## src/rtl/lpd_pkg.sv

```systemverilog
// shared types, codes and the position decode table for the line position debouncer
package lpd_pkg;

   typedef enum logic [1:0] {
      PAT_LOST     = 2'd0,
      PAT_NOISE    = 2'd1,
      PAT_WIDE     = 2'd2,
      PAT_POSITION = 2'd3
   } pattern_type;

   // register index, taken from paddr[2]
   localparam logic CSR_ADJACENT_STEP_IDX = 1'b0;
   localparam logic CSR_JUMP_FRAMES_IDX   = 1'b1;

   localparam logic [3:0] ADJACENT_STEP_RESET = 4'd1;
   localparam logic [7:0] JUMP_FRAMES_RESET   = 8'd3;
   localparam logic [7:0] COUNT_MAX           = 8'hFF;

   typedef struct packed {
      pattern_type        pattern;
      logic signed [3:0]  position;
   } lpd_class_type;

   typedef struct packed {
      pattern_type        pattern;
      logic signed [3:0]  held_position;
      logic signed [3:0]  pending_position;
      logic [7:0]         candidate_count;
   } lpd_result_type;

   // single set bit i -> 2*i-7, adjacent pair at i and i+1 -> 2*i-6
   function automatic logic signed [3:0] lpd_decode(input logic [7:0] bits);
      logic signed [3:0] pos;
      begin
         case (bits)
            8'h01: pos = -4'sd7;
            8'h03: pos = -4'sd6;
            8'h02: pos = -4'sd5;
            8'h06: pos = -4'sd4;
            8'h04: pos = -4'sd3;
            8'h0C: pos = -4'sd2;
            8'h08: pos = -4'sd1;
            8'h18: pos = 4'sd0;
            8'h10: pos = 4'sd1;
            8'h30: pos = 4'sd2;
            8'h20: pos = 4'sd3;
            8'h60: pos = 4'sd4;
            8'h40: pos = 4'sd5;
            8'hC0: pos = 4'sd6;
            8'h80: pos = 4'sd7;
            default: pos = 4'sd0;
         endcase
         return pos;
      end
   endfunction

endpackage

```

## src/rtl/lpd_classify.sv

```systemverilog
// frame classifier: lost, noise, wide or position, plus the decoded position
module lpd_classify
   import lpd_pkg::*;
(
   input  logic [7:0]    sensor_bits,
   output lpd_class_type cls
);

   logic [7:0] run_start;
   logic       is_wide;

   // a run starts where a set bit has a clear bit below it
   assign run_start = sensor_bits & ~{sensor_bits[6:0], 1'b0};
   assign is_wide   = |(sensor_bits & {1'b0, sensor_bits[7:1]} & {2'b00, sensor_bits[7:2]});

   always_comb begin
      cls.position = 4'sd0;
      if (sensor_bits == 8'h00) begin
         cls.pattern = PAT_LOST;
      end else if (!$onehot(run_start)) begin
         cls.pattern = PAT_NOISE;
      end else if (is_wide) begin
         cls.pattern = PAT_WIDE;
      end else begin
         cls.pattern  = PAT_POSITION;
         cls.position = lpd_decode(sensor_bits);
      end
   end

endmodule

```

## src/rtl/lpd_track.sv

```systemverilog
// debounce state: stable position, candidate and repeat counter
module lpd_track
   import lpd_pkg::*;
(
   input  logic           clock,
   input  logic           reset,
   input  logic           advance,
   input  logic [3:0]     adjacent_step,
   input  logic [7:0]     jump_accept_frames,
   input  lpd_class_type  cls,
   output lpd_result_type result
);

   logic              stable_valid_ff, stable_valid_in;
   logic signed [3:0] held_ff, held_in;
   logic signed [3:0] pend_ff, pend_in;
   logic [7:0]        count_ff, count_in;
   logic signed [4:0] delta;
   logic [4:0]        delta_abs;
   logic              take;

   assign delta     = 5'(cls.position) - 5'(held_ff);
   assign delta_abs = delta[4] ? 5'(-delta) : 5'(delta);

   always_comb begin
      stable_valid_in = stable_valid_ff;
      held_in         = held_ff;
      pend_in         = pend_ff;
      count_in        = count_ff;
      take            = 1'b0;
      if (cls.pattern != PAT_POSITION) begin
         pend_in  = held_ff;
         count_in = 8'd0;
      end else begin
         if (cls.position == pend_ff && count_ff != 8'd0) begin
            if (count_ff != COUNT_MAX) begin
               count_in = count_ff + 8'd1;
            end
         end else begin
            pend_in  = cls.position;
            count_in = 8'd1;
         end
         take = !stable_valid_ff || (delta_abs <= {1'b0, adjacent_step}) ||
                (count_in >= jump_accept_frames);
         if (take) begin
            held_in         = cls.position;
            stable_valid_in = 1'b1;
         end
      end
   end

   always_ff @(posedge clock) begin
      if (reset) begin
         stable_valid_ff <= 1'b0;
         held_ff         <= 4'sd0;
         pend_ff         <= 4'sd0;
         count_ff        <= 8'd0;
      end else if (advance) begin
         stable_valid_ff <= stable_valid_in;
         held_ff         <= held_in;
         pend_ff         <= pend_in;
         count_ff        <= count_in;
      end
   end

   assign result.pattern          = cls.pattern;
   assign result.held_position    = held_in;
   assign result.pending_position = pend_in;
   assign result.candidate_count  = count_in;

endmodule

```

## src/rtl/line_position_debounce_top.sv

```systemverilog
// line position debouncer top level: input register, classify/track, result register, csr
// Takes one 8-bit sensor frame per cycle and returns one result per frame, back to back, while
// neither side stalls. A frame is captured in the input register, then classified and run
// through the debounce update combinationally into the result register, from which the
// result is presented. The debounce state closes its loop combinationally from its own
// registers, which sets the rate at one item per clock when nothing stalls. The two
// registers let the input keep flowing for one extra item while a result is stalled.
module line_position_debounce_top
   import lpd_pkg::*;
(
   input  logic              clock,
   input  logic              reset,
   input  logic              req_valid,
   output logic              req_stall,
   input  logic [7:0]        req_sensor_bits,
   output logic              rsp_valid,
   input  logic              rsp_stall,
   output logic [1:0]        rsp_pattern_type,
   output logic signed [3:0] rsp_held_position,
   output logic signed [3:0] rsp_pending_position,
   output logic [7:0]        rsp_candidate_count,
   output logic [7:0]        rsp_sensor_bits_echo,
   input  logic              psel,
   input  logic              penable,
   input  logic              pwrite,
   input  logic [2:0]        paddr,
   input  logic [31:0]       pwdata,
   output logic [31:0]       prdata,
   output logic              pready
);

   logic           in_valid_ff, in_valid_in;
   logic [7:0]     in_bits_ff;
   logic           out_valid_ff, out_valid_in;
   lpd_result_type out_ff;
   logic [7:0]     out_bits_ff;
   logic [3:0]     adj_step_ff;
   logic [7:0]     jump_frames_ff;
   logic           advance;
   logic           csr_write;
   lpd_class_type  cls;
   lpd_result_type result;

   assign advance   = in_valid_ff & (~out_valid_ff | ~rsp_stall);
   assign req_stall = in_valid_ff & ~advance;

   always_comb begin
      in_valid_in = in_valid_ff;
      if (!req_stall) begin
         in_valid_in = req_valid;
      end
      out_valid_in = out_valid_ff & rsp_stall;
      if (advance) begin
         out_valid_in = 1'b1;
      end
   end

   always_ff @(posedge clock) begin
      if (reset) begin
         in_valid_ff  <= 1'b0;
         out_valid_ff <= 1'b0;
      end else begin
         in_valid_ff  <= in_valid_in;
         out_valid_ff <= out_valid_in;
      end
   end

   always_ff @(posedge clock) begin
      if (!req_stall && req_valid) begin
         in_bits_ff <= req_sensor_bits;
      end
      if (advance) begin
         out_ff      <= result;
         out_bits_ff <= in_bits_ff;
      end
   end

   lpd_classify u_classify (
      .sensor_bits (in_bits_ff),
      .cls         (cls)
   );

   lpd_track u_track (
      .clock              (clock),
      .reset              (reset),
      .advance            (advance),
      .adjacent_step      (adj_step_ff),
      .jump_accept_frames (jump_frames_ff),
      .cls                (cls),
      .result             (result)
   );

   assign rsp_valid            = out_valid_ff;
   assign rsp_pattern_type     = out_ff.pattern;
   assign rsp_held_position    = out_ff.held_position;
   assign rsp_pending_position = out_ff.pending_position;
   assign rsp_candidate_count  = out_ff.candidate_count;
   assign rsp_sensor_bits_echo = out_bits_ff;

   // register file, word addressed by paddr[2]
   assign pready    = 1'b1;
   assign csr_write = psel & penable & pwrite & pready;

   always_ff @(posedge clock) begin
      if (reset) begin
         adj_step_ff    <= ADJACENT_STEP_RESET;
         jump_frames_ff <= JUMP_FRAMES_RESET;
      end else if (csr_write) begin
         case (paddr[2])
            CSR_ADJACENT_STEP_IDX: adj_step_ff    <= pwdata[3:0];
            CSR_JUMP_FRAMES_IDX:   jump_frames_ff <= pwdata[7:0];
            default: ;
         endcase
      end
   end

   always_comb begin
      case (paddr[2])
         CSR_ADJACENT_STEP_IDX: prdata = {28'd0, adj_step_ff};
         CSR_JUMP_FRAMES_IDX:   prdata = {24'd0, jump_frames_ff};
         default:               prdata = 32'd0;
      endcase
   end

endmodule

```

## config.mk

```make
export PLATFORM = sky130hd
export DESIGN_NAME = line_position_debounce_top
export DESIGN_NICKNAME = d
export VERILOG_FILES = /design/src/rtl/lpd_pkg.sv /design/src/rtl/lpd_classify.sv /design/src/rtl/lpd_track.sv /design/src/rtl/line_position_debounce_top.sv
export SDC_FILE = /design/constraint.sdc
export NUM_CORES = 1
export LEC_CHECK = 0
export BUFFER_PORTS_ARGS = -buffer_cell sky130_fd_sc_hd__buf_2
export CELL_PAD_IN_SITES_DETAIL_PLACEMENT = 0
export CELL_PAD_IN_SITES_GLOBAL_PLACEMENT = 1
export CORE_MARGIN = 5
export CORE_UTILIZATION = 40
export DETAILED_ROUTE_END_ITERATION = 16
export PLACE_DENSITY_LB_ADDON = 0.1
export SYNTH_ARGS = -nofsm -noshare
export SYNTH_HDL_FRONTEND = slang
export SYNTH_SLANG_ARGS = --single-unit
```

## constraint.sdc

```tcl
create_clock -name clock -period 9.55 [get_ports clock]
set_input_delay 0.4775 -clock clock [delete_from_list [all_inputs] [get_ports clock]]
set_output_delay 0.4775 -clock clock [all_outputs]
set_load 0.02 [all_outputs]
```

# After elaboration in Yosys (flattened, before gate mapping)
# Index checks and enable logic that the tools add are counted.
# Widths: inputs -> output; s select.
# word_totals
register_bits	65
output_inout_bits	61
wordCells	89
# classes
n_addsub	10
n_lt_le_gt_ge	2
n_eq_ne	18
muxes	18
bitwise	15
n_reduce_logical	12
# op_table
op	n
$pmux 32 s2	1
$pmux 4 s14	1
$mux 8	4
$mux 4	7
$eq 8x2->1 const B	2
$eq 8x3->1 const B	2
$eq 8x4->1 const B	2
$eq 8x6->1 const B	2
$eq 8x7->1 const B	2
$eq 8x8->1 const B	2
$add 4x4->4	3
$add 1x1->2	4
$add 8x1->8 const B	1
$and 8x6->8	1
$and 8x7->8	1
$and 8x8->8	1
$eq 8x1->1 const B	1
$eq 8x5->1 const B	1
$ge 8x8->1	1
$logic_not 8->1	1
$ne 8x8->1 const B	1
$not 8->8	1
$reduce_bool 8->1	1
$reduce_or 8->1	1
17 further kinds	31

# Depth between registers and ports, before layout
# Gate-level depths: netlist (run 1).
# depth
depth_word	16
ltp_mapped	30

# Modules after synthesis
# Synthesis (run 1) repeated with hierarchy kept, for this count alone.
# hier_totals
cells_unflattened	422
hier_area_um2	4113.9
# by_module_without_submodules
mod	instances	cells_each	area_per_inst_um2	seq_area_each_um2
line_position_debounce_top	1	132	1923.1	1301.2
lpd_track	1	214	1629.1	340.3
lpd_classify	1	76	561.8	0.0

# Least setup slack after synthesis (run 1)
# No wires, ideal clock.
# synth_path
path_kind	reg2reg
startpoint	register in_bits_ff[6]
endpoint	register out_ff, in the netlist rsp_held_position[2] (data pin)
t_arrival_ps	6839
setup_slack_ps	2451
path_stages_with_launch	31
synth_period_minus_slack_ps	7099
path_cell_list	edfxtp_1 -> clkbuf_1 -> nor2b_1 -> ha_1 -> fa_1 -> inv_1 -> fa_1 -> inv_1 -> ha_1 -> fa_1 -> or4b_4 -> a21oi_2 -> and3_1 -> buf_6 -> o21ai_0 -> a21oi_1 -> inv_1 -> ha_1 -> inv_1 -> fa_1 -> inv_1 -> ha_1 -> mux2_2 -> ha_1 -> nor2b_1 -> o21a_1 -> o21a_1 -> o21ai_0 -> a221o_1 -> o21a_1 -> mux2_2
# synth_lines
item	line	source
start, declared	line_position_debounce_top.sv:33	logic [7:0] in_bits_ff;
start signal, assigned	line_position_debounce_top.sv:70	in_bits_ff <= req_sensor_bits;
end signal, assigned	line_position_debounce_top.sv:73	out_ff <= result;
end, declared	line_position_debounce_top.sv:35	lpd_result_type out_ff;

==> run_results.csv, run 1 <==
group,metric,value,unit
floorplanning,dieWidth,112,um
clocking,cts_resized,0,
floorplanning,fp.dieH,112,um
clocking,htreeDepth,3,
timing,period_minus_slack,7.99,ns
synthesis,ys_ff_latch,65,
global_routing,first_global_vias,3264,
drt,wl_per_cell,14.6,um
placement,dp_hpwl,7090,um
job,drv_cap,0,
drt,vias_per_cell,5.09,
floorplanning,die-area,12600,um^2
setup_path,cpMaxStageDelayCell,"edfxtp_1",
timing,finalCritPeriodShare,83.7,%
clocking,cts_tree,"yes",
floorplanning,placementRows,37,
final_layout,syn_to_final_growth,12.2,%
timing,skew,0.0109,ns
timing,whs,0.306,ns
min_path,whs_path_depth,1,
drt,vias,3316,
synthesis,ys_seq_area_share,39.1,%
global_routing,grt_pass1_wl,16000,um
global_routing,antenna_found_initial,0,
synthesis,synth_area,4200,um^2
synthesis,ys_async_sr_fraction,0,%
clocking,cts_setup_buffers,0,
setup_path,worstPathMaxFanout,16,
drt,drc,0,
setup_path,r2r_slack,1.56,ns
synthesis,yosys_most_used_dff,"edfxtp_1",
timing,finalHoldViolations,0,
clocking,clockBufferDepth,2,
power,power.density,147,nW/um^2
floorplanning,initial_core_util,40.8,%
placement,place.gp.congestion,0.821,
final_layout,drive_gt1_share,18.3,%
final_layout,final_common_cell,"buf_2",
min_path,hp-class,"in2reg",
synthesis,syn_avg_cell_area,9.12,um^2
synthesis,synth_warnings,0,
drt,routed_wl,9500,um
clocking,ctsHoldBuffers,0,
timing,fin_setup_tns,0,ns
global_routing,grtUsageTotal,15.7,%
outcome,status,"finished clean",
timing,rsz0062_at_grt,"false",
clocking,clock-root-buffer,"clkbuf_8",
setup_path,endpoint_kind,"flop",
final_layout,antennaDiodeCount,0,
global_routing,grt.overflow.total,0,
drt,drtIter0Drc,171,
power,power_leakage,0.00187,uW
setup_path,critPathRequiredTime,9.65,ns
floorplanning,ioPinCount,111,
placement,portBuffers,59,
synthesis,yosysUniqueCellTypes,65,
setup_path,cp.arrival,8.08,ns
setup_path,max_stage_delay,0.60,ns
power,peakVddDrop,0.0637,mV
clocking,clkSinkCount,65,
clocking,cts_made_buffers,9,
timing,slew_violations,0,
timing,setup_viol,0,
timing,worst_pin_slew,0.729,ns
clocking,path_clk_slew,0.07,ns
setup_path,crit_path_start_kind,"flop",
synthesis,synth_cells,460,
drt,ant_nets,0,
global_routing,grt_max_degree,40,
final_layout,mostFrequentLayoutCells,"buf_2, nor2_1, nand2_1, edfxtp_1, inv_1",
setup_path,crit_type,"reg2reg",
timing,fmax,0.125,GHz
floorplanning,coreArea,10300,um^2
clocking,clock_latency,0.35,ns
drt,drt_first_pass_iters,6,
synthesis,synth_edf_count,34,
setup_path,reg2reg_depth,29,
final_layout,layout.nets,589,
timing,relSlewSlack,51.4,%
-- worst max-delay path: cells and delay by family (launching register included) --
kind,cells,cell delay (ns)
adder cells (fa/ha/maj),9,3.06
AO/OA/AOI/OAI,8,1.68
AND/OR/NAND/NOR,4,1.11
buffers and inverters,6,0.63
multiplexers,2,0.61
flip-flops,1,0.60
-- Yosys cell counts, drive strengths merged (3+ instances only) --
master   number  area share, %
a2111oi       3            1.2
a211oi        3           0.54
a21o          3           0.54
a21oi        24            3.0
a31oi         5           0.75
and2          6           0.89
and3          6           0.89
buf          31            5.3
clkbuf       15            1.3
dfxtp        31             15
edfxtp       34             24
fa            5            2.4
ha           24            7.2
inv          32            2.9
mux2          4            1.1
mux2i         4           0.95
nand2        35            3.3
nand2b        5           0.75
nand3        14            2.1
nand3b        5           0.89
nand4         7            1.0
nor2         55            4.9
nor2b        16            2.4
nor3          8           0.95
nor3b         7            1.3
nor4          3            1.2
o2111ai       3           0.63
o211a         3           0.72
o21a          5           0.89
o21ai        25            3.0
o2bb2ai       3           0.63
o41ai         3           0.63
or2           4           0.60
xnor2         3           0.63
xor2          3           0.63
-- logic make-up (layout without fill, tap and decap cells) --
family / Yosys count / in the layout / synth area share [%]
adders and majority gates: 29 / 29 / 9.54
other: 2 / 26 / 0.179
buffers and inverters: 78 / 109 / 9.51
xor gates and xnor gates: 6 / 6 / 1.25
and+or+nand+nor: 179 / 179 / 23.0
AOI/OAI and AO/OA: 93 / 93 / 15.4
muxes: 8 / 8 / 2.03
DFF: 65 / 65 / 39.1
-- through the flow --
| stage | utilization (%) | worst slack, ns | std cells | cell area (um^2) | power (uW) |
|---|---|---|---|---|---|
| floorplan | - | 2.45 | 484 | 4290 | 416 |
| global placement | 43.7 | 1.60 | 635 | 4490 | 437 |
| detailed placement | 43.7 | 1.56 | 635 | 4490 | 439 |
| CTS | 45.8 | 1.53 | 651 | 4710 | 703 |
| global route | 45.8 | 1.07 | 651 | 4710 | 733 |
| finish | 45.8 | 1.56 | 651 | 4710 | 691 |
-- state kept, by name (all words and copies together) (netlist names) --
signal                   count
adj_step_ff                  4
in_bits_ff                   8
u_track.count_ff             8
rsp_sensor_bits_echo         8
jump_frames_ff               8
in_valid_ff                  1
rsp_pattern_type             2
rsp_held_position            4
rsp_pending_position         4
u_track.pend_ff              4
rsp_candidate_count          8
u_track.stable_valid_ff      1
rsp_valid                    1
u_track.held_ff              4
-- area by class of cell --
cell class | count | area [um^2]
clock inverter | 7 | 95.1
multi-input combinational | 341 | 2240
inverter | 32 | 120
tap | 136 | 170
clock buffer | 9 | 124
fill | 1033 | 5570
sequential | 65 | 1640
timing repair buffer | 61 | 310
-- path summary, 6_finish.rpt --
check	startpoint	end
hold reg to reg	u_track.stable_valid_ff	u_track.stable_valid_ff
setup / recovery	in_bits_ff[6]	rsp_held_position[2]
setup reg to reg	in_bits_ff[6]	rsp_held_position[2]
hold / removal	req_sensor_bits[7]	in_bits_ff[7]
-- power breakdown --
group,total (uW),leakage (uW),switching [uW],internal (uW)
combinational,114,0.00120,74.3,39.9
sequential,317,0.000572,11.1,306
clock,260,0.0000991,114,146
total,691,0.00187,199,492
-- metal layers --
layer  share of wire [%]  up-vias  GRT usage, %
met5                   0        -             0
met4                 1.1        0          4.49
met3                 4.2       11          3.83
met2                  47       60          25.8
met1                  47     1570          20.8
li1                    -     1675             -
Power figures use the tool's default switching activity.
==> inputs of run 2 (changes only) <==
ABC_AREA = 1   (was default)
CORE_UTILIZATION = 39   (was 40)
clock period = 8 ns   (was 9.55 ns; I/O delays follow)
==> run_results.csv, run 2 <==
group,metric,value,unit
setup_path,crit_path_start_kind,"flop",
timing,fmax,0.154,GHz
power,power.density,184,nW/um^2
timing,finalCritPeriodShare,80.9,%
clocking,htreeDepth,3,
drt,drc,0,
timing,period_minus_slack,6.47,ns
drt,ant_nets,0,
synthesis,ys_seq_area_share,40.0,%
synthesis,synth_top_area_cell,"edfxtp_1",
synthesis,synth_edf_count,34,
timing,worst_pin_slew,0.681,ns
setup_path,endpoint,"rsp_held_position[3]",
floorplanning,fp.dieH,113,um
clocking,cts_tree,"yes",
placement,place.gp.congestion,0.781,
timing,fin_setup_tns,0,ns
setup_path,endpoint_kind,"flop",
clocking,clock-root-buffer,"clkbuf_8",
setup_path,r2r_end,"rsp_held_position[3]",
synthesis,synthXorXnorAreaFrac,1.49,%
synthesis,synthTopCellsByArea,"edfxtp_1, dfxtp_1, inv_1",
floorplanning,placementRows,37,
drt,vias,3296,
setup_path,cp.arrival,6.55,ns
outcome,status,"finished clean",
global_routing,antenna_found_initial,0,
final_layout,mostFrequentLayoutCells,"inv_1, nand2_1, buf_2, o21ai_0, a21oi_1",
placement,pre_cts_ws,1.46,ns
power,power_leakage,0.00220,uW
drt,wl_per_cell,12.6,um
synthesis,yosysUniqueCellTypes,37,
final_layout,antennaDiodeCount,0,
synthesis,synth_cells,507,
clocking,cts_resized,0,
job,drv_cap,0,
synthesis,synth_top_family_by_area,"simple AND/OR/NAND/NOR gates",
placement,placed_cells,693,
timing,finalHoldViolations,0,
setup_path,crit_type,"reg2reg",
floorplanning,coreArea,10300,um^2
clocking,ctsHoldBuffers,0,
setup_path,reg2reg_depth,29,
synthesis,synth_fa_ha_area_share,9.74,%
final_layout,syn_to_final_growth,13.4,%
timing,worst_slack,1.53,ns
min_path,hp-class,"in2reg",
setup_path,crit_start,"in_bits_ff[5]",
final_layout,drive_gt1_share,19.0,%
synthesis,syn_avg_cell_area,8.10,um^2
synthesis,ys_async_sr_fraction,0,%
clocking,cts_made_buffers,9,
synthesis,synth_warnings,0,
synthesis,synth_top_area_share,24.8,%
timing,setup_viol,0,
placement,portBuffers,59,
timing,skew,0.00966,ns
clocking,clockBufferDepth,2,
synthesis,synth_compound_area_share,11.7,%
min_path,min_from,"req_sensor_bits[3]",
placement,dp_hpwl,7060,um
floorplanning,ioPinCount,111,
global_routing,grt_max_degree,26,
drt,vias_per_cell,4.65,
global_routing,grt_pass1_wl,15300,um
drt,drtIter0Drc,125,
setup_path,worstPathMaxFanout,21,
drt,routed_wl,8940,um
clocking,cts_setup_buffers,0,
synthesis,synth_area,4110,um^2
clocking,path_clk_slew,0.07,ns
final_layout,layout.nets,647,
clocking,clock_latency,0.35,ns
synthesis,ys_ff_latch,65,
floorplanning,dieWidth,113,um
setup_path,critPathRequiredTime,8.08,ns
clocking,clkSinkCount,65,
synthesis,synthMuxAreaShare,0,%
synthesis,yosysMostFrequentCell,"inv_1",
timing,rsz0062_at_grt,"false",
setup_path,cpMaxStageDelayCell,"edfxtp_1",
global_routing,grt.overflow.total,0,
setup_path,max_stage_delay,0.52,ns
floorplanning,initial_core_util,39.8,%
global_routing,grtUsageTotal,14.8,%
synthesis,synth_simple_gate_area_share,22.2,%
timing,relSlewSlack,54.5,%
final_layout,final_common_cell,"inv_1",
timing,slew_violations,0,
global_routing,first_global_vias,3305,
setup_path,r2r_slack,1.53,ns
synthesis,synthTopCellsByCount,"inv_1, nand2_1, o21ai_0, a21oi_1, edfxtp_1",
final_layout,fin_cells,709,
power,peakVddDrop,0.0642,mV
floorplanning,die-area,12700,um^2
drt,drt_first_pass_iters,4,
setup_path,r2r_start,"in_bits_ff[5]",
synthesis,yosys_most_used_dff,"edfxtp_1",
run 2: cell types whose count changed after synthesis, moves of 14 or more:
cell	previous run	this run
a21oi_1	23	37
nor2b_1	16	0
nor2_1	55	28
inv_1	32	91
nand2_1	34	84
o21ai_0	24	41
run 2: how the worst min path moves through the flow:
stage                                   end  depth (start not counted)  slack (ns)
finish                        in_bits_ff[3]                          1        0.23
global placement         u_track.held_ff[2]                          2        0.45
CTS                           in_bits_ff[3]                          1        0.21
detailed placement  u_track.stable_valid_ff                          2        0.46
floorplan                u_track.held_ff[1]                          2        0.44
global route                  in_bits_ff[4]                          1        0.21
run 2: logic make-up after synthesis:
| group | after synthesis |
|---|---|
| AND/OR/NAND/NOR | 182 |
| buffers and inverters | 132 |
| AO/OA/AOI/OAI | 90 |
| flip-flops | 65 |
| adder cells (fa/ha/maj) | 29 |
| XOR/XNOR | 7 |
| other | 2 |
run 2: where the power goes:
part | switching, uW | internal, uW | total (uW)
logic | 113 | 50.8 | 164
clock network | 126 | 185 | 311
registers | 12.1 | 369 | 381
total | 251 | 605 | 856
run 2: layout make-up:
class,instances,area (um^2)
clock buffers,12,145
clock inverters,4,76.3
fillers,1079,5660
inverters,97,364
multi-input cells,334,1950
flip-flops and latches,65,1640
well taps,136,170
repair buffers,61,310
run 2: per-layer routing:
layer	up-vias	share of wire, %	global-route usage (%)
met5	-	0	0
met4	0	1.7	6.01
met3	10	3.2	1.78
met2	53	47	24.1
met1	1520	48	19.8
li1	1713	-	-
run 2: critical path, delay by kind of cell, from the launching register on:
| family | cells | cell delay, ns |
|---|---|---|
| AND/OR/NAND/NOR | 9 | 1.32 |
| XOR/XNOR | 1 | 0.18 |
| adder cells (fa/ha/maj) | 7 | 2.45 |
| AO/OA/AOI/OAI | 6 | 1.03 |
| buffers and inverters | 6 | 0.70 |
| flip-flops | 1 | 0.52 |
run 2: per-stage QoR:
step                instance area (um^2)  hold WS [ns]  power [uW]  util (%)
global route                        4660         0.208         908      45.1
detailed placement                  4440         0.457         556      43.0
floorplan                           4200         0.441         523         -
finish                              4660         0.230         856      45.1
global placement                    4440         0.453         553      43.0
CTS                                 4660         0.207         869      45.1
==> inputs of run 3 (changes only) <==
clock period = 6.3 ns   (was 8 ns; I/O delays follow)
==> run_results.csv, run 3 (synthesis gave the netlist of run 2 again) <==
group,metric,value,unit
clocking,clock_latency,0.34,ns
final_layout,multi_input_area,2000,um^2
timing,relSlewSlack,53.9,%
timing,finalHoldViolations,0,
power,seq_power_share,43.7,%
global_routing,use_met3,1.67,%
global_routing,grtUsageTotal,14.3,%
drt,wl_per_cell,12.5,um
setup_path,cpMaxStageDelayCell,"fa_1",
placement,portBuffers,59,
global_routing,antenna_found_initial,0,
setup_path,max_stage_delay,0.53,ns
min_path,hp-class,"in2reg",
power,p_sw_share,29.7,%
final_layout,antennaDiodeCount,0,
clocking,cts_tree,"yes",
drt,drtIter0Drc,119,
global_routing,met1_usage,19.1,%
power,p_sw,327,uW
timing,worst_slack,0.423,ns
final_layout,fin_cells,724,
power,internal-power,773,uW
timing,fmax,0.170,GHz
global_routing,busiest_layer,"met2",
floorplanning,ioPinCount,111,
final_layout,fillers,1041,
power,combinationalPowerShare,21.6,%
drt,drc,0,
final_layout,drive_gt1_share,22.8,%
timing,slew_violations,0,
clocking,clock-root-buffer,"clkbuf_8",
min_path,min_from,"req_sensor_bits[7]",
timing,worst_pin_slew,0.690,ns
timing,finalCritPeriodShare,93.3,%
clocking,ctsHoldBuffers,0,
floorplanning,die-area,12700,um^2
floorplanning,initial_core_util,39.8,%
power,peakVddDrop,0.0929,mV
setup_path,crit_type,"reg2reg",
floorplanning,fp.dieH,113,um
drt,vias_per_cell,4.66,
outcome,status,"finished clean",
floorplanning,dieWidth,113,um
placement,pre_cts_ws,0.174,ns
global_routing,grt.overflow.total,0,
timing,setup_viol,0,
global_routing,grt_max_degree,26,
clocking,clkSinkCount,65,
final_layout,regArea,1640,um^2
floorplanning,placementRows,37,
placement,dp_hpwl,7170,um
clocking,path_clk_slew,0.07,ns
global_routing,grt_use_met2,23.7,%
drt,ant_nets,0,
placement,place.gp.congestion,0.831,
setup_path,endpoint_kind,"flop",
power,power.density,228,nW/um^2
timing,skew,0.00882,ns
final_layout,syn_to_final_growth,17.2,%
job,drv_cap,0,
clocking,clockBufferDepth,2,
setup_path,crit_start,"in_bits_ff[3]",
drt,drt_first_pass_iters,4,
setup_path,crit_top_cell,"inv_1",
timing,whs,0.154,ns
clocking,cts_made_buffers,9,
setup_path,crit_path_start_kind,"flop",
final_layout,mostFrequentLayoutCells,"inv_1, nand2_1, buf_2, o21ai_0, a21oi_1",
placement,placed_cells,705,
final_layout,final_common_cell,"inv_1",
drt,vias,3374,
setup_path,critPathRequiredTime,6.38,ns
final_layout,layout.nets,662,
clocking,htreeDepth,3,
power,power_leakage,0.00227,uW
global_routing,grt_pass1_wl,15000,um
power,clockPowerShare,34.7,%
drt,routed_wl,9050,um
setup_path,cp.arrival,5.96,ns
power,total_power,1100,uW
setup_path,worstPathMaxFanout,6,
setup_path,r2r_start,"in_bits_ff[3]",
global_routing,first_global_vias,3272,
timing,period_minus_slack,5.88,ns
floorplanning,coreArea,10300,um^2
==> run 3: changes by cell type in the layout (fill, tap and decap cells not counted), sizes merged <==
| cell | previous run | this run |
|---|---|---|
| buf | 61 | 76 |
| clkbuf | 12 | 11 |
| clkinv | 3 | 4 |
==> run 3: repair_timing <==
item / CTS / global route
gates resized for setup: 0 / 19
buffers inserted: 0 / 3
endpoints found under the setup margin: 0 / 9
==> run 3: layout make-up <==
| type | instances | area share, % |
|---|---|---|
| multi-input combinational | 334 | 41.5 |
| sequential | 65 | 34.1 |
| inverter | 97 | 7.56 |
| tap | 136 | 3.53 |
| clock buffer | 11 | 2.73 |
| clock inverter | 5 | 1.66 |
| timing repair buffer | 76 | 8.94 |
==> run 3: worst max-delay path, delay by kind of cell (launching register included) <==
family / cells / cell delay [ns]
xor gates and xnor gates: 1 / 0.15
DFF: 1 / 0.45
adders and majority gates: 9 / 2.85
and+or+nand+nor: 8 / 0.90
AOI/OAI and AO/OA: 6 / 0.67
buffers and inverters: 9 / 0.61
==> run 3: power by group through the flow <==
| stage | sequential [uW] | clock [uW] | combinational (uW) |
|---|---|---|---|
| after floorplan | 501 | 0 | 163 |
| final | 480 | 381 | 238 |
| after global placement | 490 | 0 | 223 |
| after CTS | 481 | 392 | 227 |
| after global routing | 483 | 413 | 268 |
| after detailed placement | 490 | 0 | 225 |
==> run 3: worst paths after layout <==
kind	end	slack [ns]	cells past startpoint
worst min-delay path	in_bits_ff[7]	0.15	1
worst max-delay path	rsp_held_position[2]	0.42	33
worst min register to register	u_track.held_ff[2]	0.46	2
worst max register to register	rsp_held_position[2]	0.42	33
==> run 3: metal layers <==
layer	part of all wire (%)	vias up
met2	47	63
li1	-	1747
met3	3.9	12
met5	0	-
met1	48	1552
met4	1.7	0
==> run 3: through the flow <==
stage	utilization, %	cell area (um^2)	setup TNS (ns)
global route	46.6	4810	-0.00501
floorplan	-	4200	0
global placement	43.9	4530	0
finish	46.6	4810	0
CTS	45.9	4740	0
detailed placement	43.9	4530	0
